File: src/rtl/lsqf_pkg.sv
// ----------------------------------------------------------------------------
// lsqf_pkg
// Shared widths, job and write-port types and saturation for the line fit.
// ----------------------------------------------------------------------------
package lsqf_pkg;

  localparam int DEF_MAX_POINTS = 64;
  localparam int X_W   = 16;
  localparam int CNT_W = 7;
  localparam int IDX_W = 6;
  localparam int SX_W  = 23;
  localparam int SXX_W = 38;
  localparam int Q_W   = 48;

  typedef struct packed {
    logic [CNT_W-1:0]        count;
    logic signed [SX_W-1:0]  sum_x;
    logic signed [SX_W-1:0]  sum_y;
    logic signed [SXX_W-1:0] sum_xx;
    logic signed [SXX_W-1:0] sum_xy;
    logic                    overflowed;
    logic                    bank;
  } job_t;

  typedef struct packed {
    logic                   en;
    logic                   bank;
    logic [IDX_W-1:0]       idx;
    logic signed [X_W-1:0]  x;
    logic signed [X_W-1:0]  y;
  } wr_t;

  typedef struct packed {
    logic [1:0] fill;
    logic       full;
  } q_stat_t;

  function automatic logic signed [Q_W-1:0] sat48(input logic signed [65:0] v);
    logic signed [65:0] hi;
    logic signed [65:0] lo;
    hi = 66'sd140737488355327;
    lo = -66'sd140737488355328;
    if (v > hi) begin
      sat48 = hi[Q_W-1:0];
    end else if (v < lo) begin
      sat48 = lo[Q_W-1:0];
    end else begin
      sat48 = v[Q_W-1:0];
    end
  endfunction

endpackage

File: src/rtl/lsqf_queue.sv
// ----------------------------------------------------------------------------
// lsqf_queue
// Two-entry job queue between the front and back parts.
// ----------------------------------------------------------------------------
module lsqf_queue (
  input  logic              clk,
  input  logic              rst_n,
  input  logic              push,
  input  lsqf_pkg::job_t    job_in,
  input  logic              pop,
  output logic              head_valid,
  output lsqf_pkg::job_t    head,
  output lsqf_pkg::q_stat_t stat
);
  import lsqf_pkg::*;

  job_t       ent_r [2];
  logic       wp_r, rp_r;
  logic [1:0] fill_r;

  assign head_valid = fill_r != 2'd0;
  assign head       = ent_r[rp_r];
  assign stat       = '{fill: fill_r, full: fill_r == 2'd2};

  always_ff @(posedge clk) begin
    if (!rst_n) begin
      wp_r   <= 1'b0;
      rp_r   <= 1'b0;
      fill_r <= 2'd0;
    end else begin
      if (push) begin
        wp_r <= !wp_r;
      end
      if (pop) begin
        rp_r <= !rp_r;
      end
      fill_r <= fill_r + {1'b0, push} - {1'b0, pop};
    end
  end

  always_ff @(posedge clk) begin
    if (push) begin
      ent_r[wp_r] <= job_in;
    end
  end

endmodule

File: config.mk
export PLATFORM = sky130hd
export DESIGN_NAME = lsqf_queue
export DESIGN_NICKNAME = d
export VERILOG_FILES = /design/src/rtl/lsqf_pkg.sv /design/src/rtl/lsqf_queue.sv
export SDC_FILE = /design/constraint.sdc
export NUM_CORES = 1
export LEC_CHECK = 0
export ABC_AREA = 1
export BUFFER_PORTS_ARGS = -buffer_cell sky130_fd_sc_hd__buf_2
export CORE_ASPECT_RATIO = 0.5
export CORE_MARGIN = 2
export CORE_UTILIZATION = 52
export CTS_CLUSTER_DIAMETER = 30
export DETAILED_ROUTE_END_ITERATION = 8
export MAX_ROUTING_LAYER = met4
export PLACE_DENSITY = 0.79
export SLEW_MARGIN = 20
export SYNTH_ARGS = -nofsm -noshare
export SYNTH_HDL_FRONTEND = slang
export SYNTH_SLANG_ARGS = --single-unit
File: constraint.sdc
create_clock -name clk -period 8.7 [get_ports clk]
set_input_delay 0.435 -clock clk [delete_from_list [all_inputs] [get_ports clk]]
set_output_delay 0.435 -clock clk [all_outputs]
set_load 0.01 [all_outputs]
-- Word-level counts from Yosys, hierarchy flattened
Memory sizes are Yosys's and may differ from the RTL's. A register that Yosys moved wholly into a read port is not among the register bits.
Index checks and enable logic that the tools add are counted.
- add/subtract/negate cells: 2
- multiply operators: 0
- divide/modulo/power cells: 0
- $lt $le $gt $ge: 0
- eq/ne operators: 1
- shifts and indexed selects: 0
- muxes and demuxes: 4
- bitwise gates (word level): 0
- reductions and logical operators: 3
- operator list (cell ; number):
    2-to-1 mux 1 bit ; 4
    adder 2 x 1 -> 2 bit ; 1
    equality test 2 bit, second input constant ; 1
    logical NOT 1 bit ; 2
    nonzero test 2 bit ; 1
    subtractor 2 x 1 -> 2 bit ; 1
- bits in registers: 4
- bits in latches: 0
- memory bits (writable): 262
- bits in read-only memories: 0
- bits of input ports: 135
- output and inout bits: 135
- logic and storage cells: 14
- memories kept: 1
- memory list (memory ; depth ; width ; read ports ; clocked after memory_dff ; wr ports ; line ; RTL):
    ent_r ; 2 ; 131 ; 1 ; 1 ; 1 ; lsqf_queue.sv:17 ; job_t ent_r [2];

-- Longest topological paths before layout
- depth after elaboration: 3
- depth in mapped cells: 7
- mapped depth without buffers: 7

-- Least setup slack after synthesis
No wires, ideal clock.
- path kind: in2reg
- start: input push
- end: memory ent_r[0][0] in the netlist's numbering, enable pin
- setup time: 626 ps
- arrival time: 5954 ps
- required time: 8074 ps
- slack: 2120 ps
- stages on the path: 2
- buffers on the path: 0
- cell sequence: inv_1 nor2_1
- word-level cells in the longest chain between the ends: 2
- ends and longest elaborated chain (item ; line ; RTL):
    from (decl) ; lsqf_queue.sv:8 ; input logic push,
    2-to-1 mux 1 bit ; lsqf_queue.sv:42 ; if (push) begin
    2-to-1 mux 1 bit (implied by the code) ; lsqf_queue.sv:43 ; ent_r[wp_r] <= job_in;
    to (decl) ; lsqf_queue.sv:17 ;
No other way between the ends.

==> flow_results.xml <==
<?xml version="1.0" encoding="UTF-8"?>
<metrics>
  <group name="run_status">
    <metric name="status" unit="">completed</metric>
  </group>
  <group name="logic_synthesis">
    <metric name="synth_sequential_area_ratio" unit="%">79.3</metric>
    <metric name="synthesis.area_per_instance" unit="um2">22.8</metric>
    <metric name="synth-seq-cells" unit="">267</metric>
    <metric name="postSynthCellCount" unit="">441</metric>
    <metric name="synth_async_sr_flop_share" unit="%">0</metric>
    <metric name="synthTopCellsByArea" unit="">sky130_fd_sc_hd__edfxtp_1 (78%), sky130_fd_sc_hd__mux2_4 (13%), sky130_fd_sc_hd__mux2_2 (4.6%)</metric>
    <metric name="synthesis.area" unit="um2">10100</metric>
    <metric name="synth_top_cell_by_area" unit="">sky130_fd_sc_hd__edfxtp_1</metric>
    <metric name="synth_enable_flop_cells" unit="">262</metric>
    <metric name="yosys_warnings" unit="">0</metric>
    <metric name="yosys_most_used_dff" unit="">sky130_fd_sc_hd__edfxtp_1</metric>
    <metric name="unique_masters_post_synth" unit="">13</metric>
    <metric name="fraction_of_synthesized_cell_area_taken_by_the_top_area_cell_type" unit="%">78.3</metric>
    <metric name="net_count_synth" unit="">578</metric>
    <metric name="synth_most_common_cell" unit="">sky130_fd_sc_hd__edfxtp_1</metric>
    <metric name="ys_top_cells_by_count" unit="">sky130_fd_sc_hd__edfxtp_1 (262), sky130_fd_sc_hd__mux2_4 (90), sky130_fd_sc_hd__mux2_2 (41)</metric>
  </group>
  <group name="cells_and_area">
    <metric name="synth_to_final_area_change" unit="%">28.7</metric>
    <metric name="fillerInstances" unit="">1228</metric>
    <metric name="area_taken_by_multi_input_logic_gates" unit="um2">1920</metric>
    <metric name="final-seq-area" unit="um2">7970</metric>
    <metric name="drive_gt1_share" unit="%">61.4</metric>
    <metric name="nets" unit="">874</metric>
  </group>
  <group name="detailed_routing">
    <metric name="routed_wl" unit="um">20000</metric>
    <metric name="drtIter0Drc" unit="">192</metric>
    <metric name="avgViaCountPerCell" unit="">4.97</metric>
    <metric name="route.vias.total" unit="">5087</metric>
    <metric name="remaining_drc_errors" unit="">0</metric>
    <metric name="detailedRoute.firstPassIterationCount" unit="">4</metric>
    <metric name="drt-wirelength-per-cell" unit="um">19.5</metric>
    <metric name="ant_nets" unit="">0</metric>
  </group>
  <group name="timing">
    <metric name="timing.setup.tns" unit="ns">0</metric>
    <metric name="hold_viol_final" unit="">0</metric>
    <metric name="slew-limit-headroom" unit="%">26.1</metric>
    <metric name="worst_slew_pin_slew" unit="ns">1.11</metric>
    <metric name="setup_viol_count_final" unit="">0</metric>
    <metric name="share_of_the_clock_period_used_by_the_worst_path_after_layout" unit="%">44.6</metric>
    <metric name="slew_violations" unit="">0</metric>
    <metric name="fmax" unit="MHz">258</metric>
    <metric name="fin_skew" unit="ns">0.0193</metric>
    <metric name="rsz0062_at_grt" unit="">no</metric>
    <metric name="period_needed" unit="ns">3.88</metric>
  </group>
  <group name="grt">
    <metric name="grt_antenna_before_repair" unit="">3</metric>
    <metric name="grt_pass1_wl" unit="um">28600</metric>
    <metric name="grt.overflow.total" unit="">0</metric>
    <metric name="grtUsageTotal" unit="%">19.1</metric>
    <metric name="grt_pass1_vias" unit="">5338</metric>
    <metric name="grt_max_degree" unit="">82</metric>
  </group>
  <group name="placement">
    <metric name="hpwlAfterDp" unit="um">13200</metric>
    <metric name="gp_routability_congestion" unit="">0.815</metric>
    <metric name="io_buffers" unit="">269</metric>
  </group>
  <group name="worst_setup_path">
    <metric name="worst_ep_required_time" unit="ns">8.27</metric>
    <metric name="timing.critical_path.slowest_cell_delay" unit="ns">0.82</metric>
    <metric name="cp-endpoint" unit="">head[10]</metric>
    <metric name="criticalPathCategory" unit="">reg -&gt; out</metric>
    <metric name="r2r_setup_slack" unit="ns">6.33</metric>
    <metric name="worst_r2r_path_depth" unit="">3</metric>
    <metric name="worstPathCellList" unit="">buf_4 &gt; buf_4 &gt; mux2_2 &gt; buf_2</metric>
    <metric name="critical_path.reg2reg.endpoint" unit="">ent_r[1][83]$_DFFE_PP_</metric>
    <metric name="cell_class_contributing_the_biggest_share_of_worst_path_delay" unit="">buffers and inverters</metric>
    <metric name="critical_path_cell_count" unit="">4</metric>
    <metric name="regToRegStartpoint" unit="">wp_r$_SDFFE_PN0P_</metric>
    <metric name="crit_path_top_delay_cell" unit="">sky130_fd_sc_hd__dfxtp_4</metric>
    <metric name="critical_path.startpoint_type" unit="">flip-flop</metric>
    <metric name="endpoint_kind" unit="">primary output</metric>
    <metric name="crit_arrival" unit="ns">3.44</metric>
    <metric name="path_common_cell" unit="">sky130_fd_sc_hd__buf_4</metric>
    <metric name="cp.buffers_inverters" unit="">3</metric>
    <metric name="critPathMaxFanout" unit="">48</metric>
  </group>
  <group name="clocking">
    <metric name="cts_sinks" unit="">267</metric>
    <metric name="cts_root_buffer" unit="">sky130_fd_sc_hd__clkbuf_16</metric>
    <metric name="ctsLongestPathBuffers" unit="">3</metric>
    <metric name="cts.clk_slew.worst_paths" unit="ns">0.06</metric>
    <metric name="clock_latency" unit="ns">0.48</metric>
    <metric name="ctsHoldBuffers" unit="">0</metric>
    <metric name="ctsHtreeMaxLevel" unit="">2</metric>
    <metric name="postCtsSetupBuffers" unit="">0</metric>
    <metric name="numCtsBuffers" unit="">35</metric>
    <metric name="cts_resized" unit="">0</metric>
    <metric name="tritoncts_clock_tree" unit="">done</metric>
  </group>
  <group name="floorplan">
    <metric name="core" unit="um2">18700</metric>
    <metric name="die_width" unit="um">201</metric>
    <metric name="num_rows" unit="">35</metric>
    <metric name="dieArea" unit="um2">20500</metric>
    <metric name="i_o_pin_count" unit="">270</metric>
    <metric name="vertical_die_dimension" unit="um">102</metric>
    <metric name="initial_core_util" unit="%">53.9</metric>
  </group>
  <group name="power">
    <metric name="power_density" unit="nW/um2">260</metric>
    <metric name="vdd_ir_drop_max" unit="mV">0.139</metric>
    <metric name="report.power.total" unit="mW">3.37</metric>
    <metric name="cellLeakagePower" unit="nW">5.14</metric>
  </group>
  <group name="min_path">
    <metric name="hold_path_start" unit="">job_in[74]</metric>
    <metric name="hold_class" unit="">in -&gt; reg</metric>
  </group>
  <group name="job">
    <metric name="maxCapViolations" unit="">0</metric>
  </group>
</metrics>
==> final cells by class <==
cell class | count | share of cell area [%]
diodes | 3 | 0.0580
clock buffers | 39 | 7.29
clock inverters | 23 | 2.78
inverters | 7 | 0.242
multi-input cells | 152 | 14.8
flip-flops and latches | 267 | 61.6
well taps | 259 | 2.50
repair buffers | 274 | 10.7
==> layout by cell type, fill, tap and decap left out, drive strengths merged <==
master	n
edfxtp	262
mux2	131
inv	11
ha	2
clkinvlp	4
nand3	1
nand2	9
buf	274
dfxtp	5
nor2	8
bufinv	8
clkbuf	39
a21oi	1
clkinv	7
diode	3
==> through the flow <==
stage / worst slack [ns] / cells / cell area (um2) / util (%) / hold WS, ns
global placement: 5.36 / 959 / 11600 / 62.3 / 0.477
finish: 4.82 / 1024 / 12900 / 69.4 / 0.136
floorplan: 2.12 / 441 / 10100 / - / 0.463
global route: 4.64 / 1024 / 12900 / 69.4 / 0.115
detailed placement: 5.30 / 959 / 11600 / 62.3 / 0.483
CTS: 4.77 / 1021 / 12900 / 69.3 / 0.117
==> where the power goes <==
group / switching (mW) / internal (mW)
Sequential: 0.0253 / 1.49
Combinational: 0.141 / 0.141
Clock: 0.538 / 1.03
Total: 0.704 / 2.66
==> worst register-to-register path, stage by stage (launching register included) <==
cell and delay, ns:
sky130_fd_sc_hd__dfxtp_1 0.39, sky130_fd_sc_hd__nand2_1 0.15, sky130_fd_sc_hd__inv_6 0.40, sky130_fd_sc_hd__buf_4 0.95
==> state kept, by name, indices dropped and copies added, names as in the netlist, named ones only <==
signal,cells
ent_r,262
fill_r,2
rp_r,1
wp_r,1
==> cell families (layout without fill, tap and decap cells) <==
family	after synthesis	count (layout)	synth area share (%)
AO/OA/AOI/OAI	1	1	0.0497
adder cells (fa/ha/maj)	2	2	0.249
buffers and inverters	22	343	1.73
flip-flops	267	267	79.3
multiplexers	131	131	18.0
other	0	3	0
AND/OR/NAND/NOR	18	18	0.684
==> worst min path at each step <==
stage / cells past startpoint / endpoint / slack, ns
final: 1 / ent_r[1][74]$_DFFE_PP_ / 0.14
after global routing: 1 / ent_r[1][103]$_DFFE_PP_ / 0.12
after CTS: 1 / ent_r[0][82]$_DFFE_PP_ / 0.12
after detailed placement: 2 / flip-flop / 0.48
after global placement: 2 / flip-flop / 0.48
after floorplan: 2 / flip-flop / 0.46
==> per-layer routing <==
| metal | part of all wire (%) | wire length [um] | global-route usage, % | vias up |
|---|---|---|---|---|
| met3 | 5.0 | 997 | 4.40 | 29 |
| li1 | - | - | - | 2346 |
| met5 | 0 | 0 | - | - |
| met2 | 54 | 10800 | 34.8 | 138 |
| met4 | 1.6 | 313 | 5.64 | 0 |
| met1 | 40 | 7910 | 21.6 | 2574 |
No activity file was read; power rests on OpenSTA's default activity.
