File: src/rtl/lsqf_pkg.sv
// ----------------------------------------------------------------------------
// lsqf_pkg
// Shared widths, job and write-port types and saturation for the line fit.
// ----------------------------------------------------------------------------
package lsqf_pkg;

  localparam int DEF_MAX_POINTS = 64;
  localparam int X_W   = 16;
  localparam int CNT_W = 7;
  localparam int IDX_W = 6;
  localparam int SX_W  = 23;
  localparam int SXX_W = 38;
  localparam int Q_W   = 48;

  typedef struct packed {
    logic [CNT_W-1:0]        count;
    logic signed [SX_W-1:0]  sum_x;
    logic signed [SX_W-1:0]  sum_y;
    logic signed [SXX_W-1:0] sum_xx;
    logic signed [SXX_W-1:0] sum_xy;
    logic                    overflowed;
    logic                    bank;
  } job_t;

  typedef struct packed {
    logic                   en;
    logic                   bank;
    logic [IDX_W-1:0]       idx;
    logic signed [X_W-1:0]  x;
    logic signed [X_W-1:0]  y;
  } wr_t;

  typedef struct packed {
    logic [1:0] fill;
    logic       full;
  } q_stat_t;

  function automatic logic signed [Q_W-1:0] sat48(input logic signed [65:0] v);
    logic signed [65:0] hi;
    logic signed [65:0] lo;
    hi = 66'sd140737488355327;
    lo = -66'sd140737488355328;
    if (v > hi) begin
      sat48 = hi[Q_W-1:0];
    end else if (v < lo) begin
      sat48 = lo[Q_W-1:0];
    end else begin
      sat48 = v[Q_W-1:0];
    end
  endfunction

endpackage

File: src/rtl/lsqf_if.sv
// ----------------------------------------------------------------------------
// lsqf_in_if / lsqf_out_if
// Valid/ready channels for points in and fit results out.
// ----------------------------------------------------------------------------
interface lsqf_in_if;
  logic               valid;
  logic               ready;
  logic signed [15:0] x_value;
  logic signed [15:0] y_value;
  logic               last_point;
  modport source (output valid, x_value, y_value, last_point, input ready);
  modport sink (input valid, x_value, y_value, last_point, output ready);
endinterface


File: src/rtl/lsqf_front.sv
// ----------------------------------------------------------------------------
// lsqf_front
// Accepts points, writes them to the point memory and accumulates the running sums per set.
// ----------------------------------------------------------------------------
module lsqf_front #(
  parameter int MAX_POINTS = lsqf_pkg::DEF_MAX_POINTS
) (
  input  logic            clk,
  input  logic            rst_n,
  lsqf_in_if.sink         in_ch,
  input  logic            q_full,
  output logic            push,
  output lsqf_pkg::job_t  job,
  output lsqf_pkg::wr_t   wr
);
  import lsqf_pkg::*;

  logic [CNT_W-1:0]        count_r;
  logic signed [SX_W-1:0]  sx_r, sy_r;
  logic signed [SXX_W-1:0] sxx_r, sxy_r;
  logic                    ovf_r, bank_r;

  logic                    acc, room;
  logic signed [31:0]      xx, xy;
  logic [CNT_W-1:0]        count_a;
  logic signed [SX_W-1:0]  sx_a, sy_a;
  logic signed [SXX_W-1:0] sxx_a, sxy_a;
  logic                    ovf_a;

  assign in_ch.ready = !q_full;
  assign acc  = in_ch.valid && in_ch.ready;
  assign room = count_r < CNT_W'(MAX_POINTS);
  assign xx   = in_ch.x_value * in_ch.x_value;
  assign xy   = in_ch.x_value * in_ch.y_value;

  always_comb begin
    count_a = count_r;
    sx_a    = sx_r;
    sy_a    = sy_r;
    sxx_a   = sxx_r;
    sxy_a   = sxy_r;
    ovf_a   = ovf_r;
    if (room) begin
      count_a = count_r + 1'b1;
      sx_a    = sx_r + SX_W'(in_ch.x_value);
      sy_a    = sy_r + SX_W'(in_ch.y_value);
      sxx_a   = sxx_r + SXX_W'(xx);
      sxy_a   = sxy_r + SXX_W'(xy);
    end else begin
      ovf_a = 1'b1;
    end
  end

  assign push = acc && in_ch.last_point;
  assign job  = '{count: count_a, sum_x: sx_a, sum_y: sy_a, sum_xx: sxx_a,
                  sum_xy: sxy_a, overflowed: ovf_a, bank: bank_r};
  assign wr   = '{en: acc && room, bank: bank_r, idx: count_r[IDX_W-1:0],
                  x: in_ch.x_value, y: in_ch.y_value};

  always_ff @(posedge clk) begin
    if (!rst_n) begin
      count_r <= '0;
      sx_r    <= '0;
      sy_r    <= '0;
      sxx_r   <= '0;
      sxy_r   <= '0;
      ovf_r   <= 1'b0;
      bank_r  <= 1'b0;
    end else if (acc) begin
      if (in_ch.last_point) begin
        count_r <= '0;
        sx_r    <= '0;
        sy_r    <= '0;
        sxx_r   <= '0;
        sxy_r   <= '0;
        ovf_r   <= 1'b0;
        bank_r  <= !bank_r;
      end else begin
        count_r <= count_a;
        sx_r    <= sx_a;
        sy_r    <= sy_a;
        sxx_r   <= sxx_a;
        sxy_r   <= sxy_a;
        ovf_r   <= ovf_a;
      end
    end
  end

endmodule

File: src/flat_wrapper.sv
// flat-port wrapper written by rule: the top's interface ports become plain ports
module lsqf_front_flat import lsqf_pkg::*;
#(
  parameter int MAX_POINTS = lsqf_pkg::DEF_MAX_POINTS
)
  (clk, rst_n, q_full, push, job, wr, in_ch_valid, in_ch_x_value, in_ch_y_value, in_ch_last_point, in_ch_ready);
  lsqf_in_if in_ch_i ();
  input  logic clk;
  input  logic rst_n;
  input  logic q_full;
  output logic push;
  output lsqf_pkg::job_t job;
  output lsqf_pkg::wr_t wr;
  input wire logic [$bits(in_ch_i.valid)-1:0] in_ch_valid;
  input wire logic [$bits(in_ch_i.x_value)-1:0] in_ch_x_value;
  input wire logic [$bits(in_ch_i.y_value)-1:0] in_ch_y_value;
  input wire logic [$bits(in_ch_i.last_point)-1:0] in_ch_last_point;
  output wire logic [$bits(in_ch_i.ready)-1:0] in_ch_ready;
  assign in_ch_i.valid = in_ch_valid;
  assign in_ch_i.x_value = in_ch_x_value;
  assign in_ch_i.y_value = in_ch_y_value;
  assign in_ch_i.last_point = in_ch_last_point;
  assign in_ch_ready = in_ch_i.ready;
  lsqf_front #(.MAX_POINTS(MAX_POINTS)) u_core (.clk(clk), .rst_n(rst_n), .in_ch(in_ch_i), .q_full(q_full), .push(push), .job(job), .wr(wr));
endmodule
File: config.mk
export PLATFORM = sky130hd
export DESIGN_NAME = lsqf_front_flat
export DESIGN_NICKNAME = d
export VERILOG_FILES = /design/src/rtl/lsqf_pkg.sv /design/src/rtl/lsqf_if.sv /design/src/rtl/lsqf_front.sv /design/src/flat_wrapper.sv
export SDC_FILE = /design/constraint.sdc
export NUM_CORES = 2
export LEC_CHECK = 0
export BUFFER_PORTS_ARGS = -buffer_cell sky130_fd_sc_hd__buf_2
export CAP_MARGIN = 0
export CELL_PAD_IN_SITES_DETAIL_PLACEMENT = 1
export CELL_PAD_IN_SITES_GLOBAL_PLACEMENT = 1
export CORE_MARGIN = 2
export CORE_UTILIZATION = 48
export DETAILED_ROUTE_END_ITERATION = 12
export PLACE_DENSITY = 0.87
export SYNTH_ARGS = -nofsm -noshare
export SYNTH_HDL_FRONTEND = slang
export SYNTH_SLANG_ARGS = --single-unit
File: constraint.sdc
create_clock -name clk -period 8.5 [get_ports clk]
set_input_delay 0.85 -clock clk [delete_from_list [all_inputs] [get_ports clk]]
set_output_delay 0.85 -clock clk [all_outputs]
set_load 0.05 [all_outputs]
---- Word level (Yosys, flattened, before mapping) ----
Cells that the tools add are included.
Widths: inputs -> output; s select.
operators by class
  add/sub/neg operators ................... 5
  multiply operators ...................... 2
  magnitude comparators ................... 1
  mux-type cells .......................... 12
  reduce and logical (&&, ||, !) cells .... 6
operators by type and width
  cell                 count
  $mux 38              4
  $mux 23              4
  $add 38x32->38       2
  $mul 16x16->32       2
  $add 23x16->23       2
  $mux 7               2
  $add 7x1->7 const B  1
  $lt 7x7->1 const B   1
  $logic_and 1x1->1    3
  $logic_not 1->1      2
  $mux 1               2
  $reduce_and 2->1     1
word-level totals
  register bits after elaboration ......... 131
  bits of input ports ..................... 37
  output and inout bits ................... 173
  word-level logic and storage cells ...... 33

---- Logic depth before layout (Yosys ltp) ----
  word-level depth ........................ 4
  gate-level depth with buffers ........... 27
  gate-level depth less buffers ........... 24

---- Worst setup path after synthesis ----
OpenSTA, ideal clock, no wires.
  kind .................................... in2out
  start ................................... input in_ch_x_value[15]
  end ..................................... output job[35] (netlist name)
  arrival ................................. 7.961 ns
  required time ........................... 7.650 ns
  slack ................................... -0.311 ns
  stages .................................. 24
  path buffers ............................ 3
  path through ............................ clkbuf_1 clkbuf_1 clkbuf_1 nand2_1 inv_1 fa_1 inv_1 fa_1 fa_1 inv_1 fa_1 fa_1 inv_1 fa_1 inv_1 ha_1 a21o_1 a21o_1 a21o_1 a21o_1 a221o_1 a211oi_4 nor3_1 a311oi_1
RTL lines
  element             line                source
  start: declaration  flat_wrapper.sv:15  input wire logic [$bits(in_ch_i.x_value)-1:0] in_ch_x_value;
  end: declaration    flat_wrapper.sv:12  output lsqf_pkg::job_t job;

==> flow_summary.json <==
{
  "finClkSkew_ns": 0.0312,
  "worst_setup_path_startpoint": "in_ch_x_value[10]",
  "timing.critical_path.depth": 26,
  "largest_net_degree_at_the_start_of_global_routing": 93,
  "yosys.cell_types.count": 79,
  "grt_pass1_vias": 30700,
  "final_net_count": 4599,
  "asyncSetResetFlopFracSynth_pct": 0,
  "drt-total-wl_mm": 109,
  "hold_path.class": "flop to flop",
  "synth_fp_nets": 4451,
  "crit_path_start_kind": "input pin",
  "floorplan.die.height_um": 259,
  "avgViaCountPerCell": 5.79,
  "antenna_left": 0,
  "area_growth_syn_to_layout_pct": 9.52,
  "htreeDepth": 4,
  "routedWlPerCell_um": 24.1,
  "count_of_buffering_cells_on_the_critical_path_with_inverters_included": 9,
  "yosys_most_used_dff": "sky130_fd_sc_hd__dfxtp_1",
  "antenna_found_initial": 3,
  "timing.final.hold_violations": 0,
  "numPortBuffers": 209,
  "clockRootBuffer": "sky130_fd_sc_hd__clkbuf_16",
  "worst-setup-path-type": "input pin to output port",
  "synth_enable_flop_cells": 0,
  "clk_path_buf_depth": 2,
  "end_kind": "output port",
  "num_io_pins": 210,
  "synth_top_cells_by_area": "sky130_fd_sc_hd__fa_1, sky130_fd_sc_hd__ha_1, sky130_fd_sc_hd__inv_1",
  "maxClockFrequency_mhz": 120,
  "drcViolationCount": 0,
  "r2r.worst_path.cells": 21,
  "timing.max_slew.rel_slack_pct": 12.8,
  "period_share_pct": 98.3,
  "final-seq-area_sq_mm": 0.00263,
  "fp.dieW_um": 259,
  "grt_pass1_wl_mm": 170,
  "worst_path_max_delay_cell": "sky130_fd_sc_hd__fa_1",
  "r2r_slack_ns": 2.82,
  "finalNonFillerCells": 4535,
  "post_syn_instances": 3518,
  "fp-row-count": 93,
  "multi_input_logic_area_sq_mm": 0.0250,
  "routability_congestion_estimate_from_global_placement": 0.943,
  "slew_violations": 0,
  "yosys_warnings": 0,
  "syn_area_sq_mm": 0.0312,
  "crit-reg2reg-launch": "u_core.sxy_r[3]",
  "design.die.area_sq_mm": 0.0670,
  "yosys.area.top_type_share_pct": 39.6,
  "worstMarginPinSlew_ns": 1.30,
  "dp_cells": 4497,
  "start_util_pct": 48.5,
  "grt_overflow_total": 0,
  "dr.first_iter.drc_count": 1826,
  "worst-endpoint-required_ns": 7.65,
  "syn_avg_cell_area_sq_um": 8.86,
  "arrival_ns": 7.51,
  "timing.critical_path.max_delay_family": "adder cells",
  "cts_tree": "done",
  "max_cap_violations": 0,
  "cts_buffers": 17,
  "grt_util_all_layers_pct": 33.3,
  "clock_sinks": 131,
  "drive_above_1_share_pct": 11.4,
  "status": "complete, no violations",
  "yosys.area.top_type": "sky130_fd_sc_hd__fa_1",
  "critical_path_peak_fanout": 15,
  "hold_buffers": 0,
  "cp_slowest_stage_delay_ns": 0.52,
  "number_of_storage_elements_in_the_synthesis_netlist": 131,
  "final_period_minus_worst_setup_slack_ns": 8.36,
  "drt_pass1_iterations": 5,
  "crit-reg2reg-capture": "u_core.sxy_r[29]",
  "count_of_final_setup_violators": 0,
  "fillerInstances": 7566,
  "dr_total_vias": 26300,
  "detailedPlacementHpwl_mm": 86.5,
  "seq_area_frac_synth_pct": 8.41,
  "clk_pin_slew_ns": 0.07,
  "timing.critical_path.to": "job[62]",
  "clk_latency_ns": 0.53,
  "design.core.area_sq_mm": 0.0643
}
cells by family (layout without fill, tap and decap cells):
logic type | Yosys count | in the layout | synth area share (%)
buffers and inverters | 955 | 1116 | 12.0
adder cells (fa/ha/maj) | 896 | 896 | 50.8
flip-flops | 131 | 131 | 8.41
other | 0 | 1 | 0
XOR/XNOR | 126 | 126 | 3.54
AND/OR/NAND/NOR | 844 | 844 | 13.0
multiplexers | 21 | 21 | 0.758
AO/OA/AOI/OAI | 545 | 545 | 11.4
what timing repair did:
action	4_1_cts	5_1_grt
buffers inserted	0	5
cloned	0	0
gates resized for setup	19	41
endpoints found under the setup margin	17	24
pin swaps	0	11
worst reg2reg max path, delay by kind of cell, from the launching register on:
kind | cells | cell delay, ns
flip-flops | 1 | 0.34
XOR/XNOR | 1 | 0.21
adder cells (fa/ha/maj) | 7 | 2.58
buffers and inverters | 5 | 0.39
AO/OA/AOI/OAI | 8 | 2.03
final cells by class:
class,instances,area share [%]
Antenna cell,1,0.00733
Tap cell,855,3.13
Inverter,773,8.50
Clock inverter,14,0.315
Clock buffer,18,1.26
Multi-Input combinational cell,2432,73.1
Timing Repair Buffer,311,6.02
Sequential cell,131,7.69
cell usage in the layout (no fill, tap or decap), drive strengths merged, types with 18 or more instances in the layout:
cell    count
inv       777
fa        617
nand2     395
buf       302
ha        279
o21ai     200
and2      177
dfxtp     131
nor2b      91
a21oi      86
nor2       83
xnor2      71
a22oi      67
xor2       55
a21o       47
nand3      27
clkbuf     27
a211oi     19
mux2       18
worst min-delay path by stage:
stage                     from               to  slack, ns  cells past startpoint
2_1_floorplan     u_core.ovf_r     u_core.ovf_r       0.43                      2
3_3_place_gp   u_core.sy_r[17]  u_core.sy_r[17]       0.47                      2
3_5_place_dp      u_core.ovf_r     u_core.ovf_r       0.47                      2
4_1_cts           u_core.ovf_r     u_core.ovf_r       0.48                      2
5_1_grt           u_core.ovf_r     u_core.ovf_r       0.51                      2
6_report          u_core.ovf_r     u_core.ovf_r       0.48                      2
per-layer routing:
metal	wire (um)	vias up	track usage, %	part of all wire [%]
li1	-	11100	-	-
met4	9190	4	26.0	8.4
met2	56800	1129	59.2	52
met1	37100	13500	34.6	34
met5	25	-	0	0.023
met3	6390	520	6.41	5.8
metrics by stage:
step	setup slack (ns)	TNS (ns)	util (%)	hold slack [ns]	instance area, sq um
6_report	0.141	0	53.1	0.485	34100
5_1_grt	-0.0562	-0.0661	53.1	0.511	34100
4_1_cts	0.0142	0	52.8	0.483	34000
3_5_place_dp	-0.295	-2.27	51.9	0.465	33400
3_3_place_gp	0.142	0	51.9	0.466	33400
2_1_floorplan	0.00726	0	-	0.429	31200
sequential cells by signal, indices dropped and copies added (netlist names):
signal	flops
u_core.sx_r	23
u_core.sy_r	23
u_core.sxx_r	38
u_core.count_r	7
u_core.bank_r	1
u_core.sxy_r	38
u_core.ovf_r	1
synth_stat cells (6+ instances only):
cell type,instances
sky130_fd_sc_hd__a211oi_1,16
sky130_fd_sc_hd__a21o_1,47
sky130_fd_sc_hd__a21oi_1,82
sky130_fd_sc_hd__a22oi_1,67
sky130_fd_sc_hd__a31o_2,6
sky130_fd_sc_hd__a31oi_1,14
sky130_fd_sc_hd__a32o_1,7
sky130_fd_sc_hd__and2_1,177
sky130_fd_sc_hd__and3_1,14
sky130_fd_sc_hd__buf_1,14
sky130_fd_sc_hd__buf_4,41
sky130_fd_sc_hd__clkbuf_1,127
sky130_fd_sc_hd__dfxtp_1,131
sky130_fd_sc_hd__fa_1,617
sky130_fd_sc_hd__ha_1,279
sky130_fd_sc_hd__inv_1,773
sky130_fd_sc_hd__mux2_2,17
sky130_fd_sc_hd__nand2_1,395
sky130_fd_sc_hd__nand2b_1,9
sky130_fd_sc_hd__nand3_1,27
sky130_fd_sc_hd__nand4_1,12
sky130_fd_sc_hd__nor2_1,83
sky130_fd_sc_hd__nor2b_1,91
sky130_fd_sc_hd__nor3_1,13
sky130_fd_sc_hd__o21a_1,10
sky130_fd_sc_hd__o21ai_0,193
sky130_fd_sc_hd__o21ai_1,6
sky130_fd_sc_hd__o21bai_1,15
sky130_fd_sc_hd__o31ai_1,8
sky130_fd_sc_hd__xnor2_1,71
sky130_fd_sc_hd__xor2_1,55
Power is left out: the tool's default activity adds up to more than one toggle a clock period on the data nets, which glitch-free logic cannot reach.
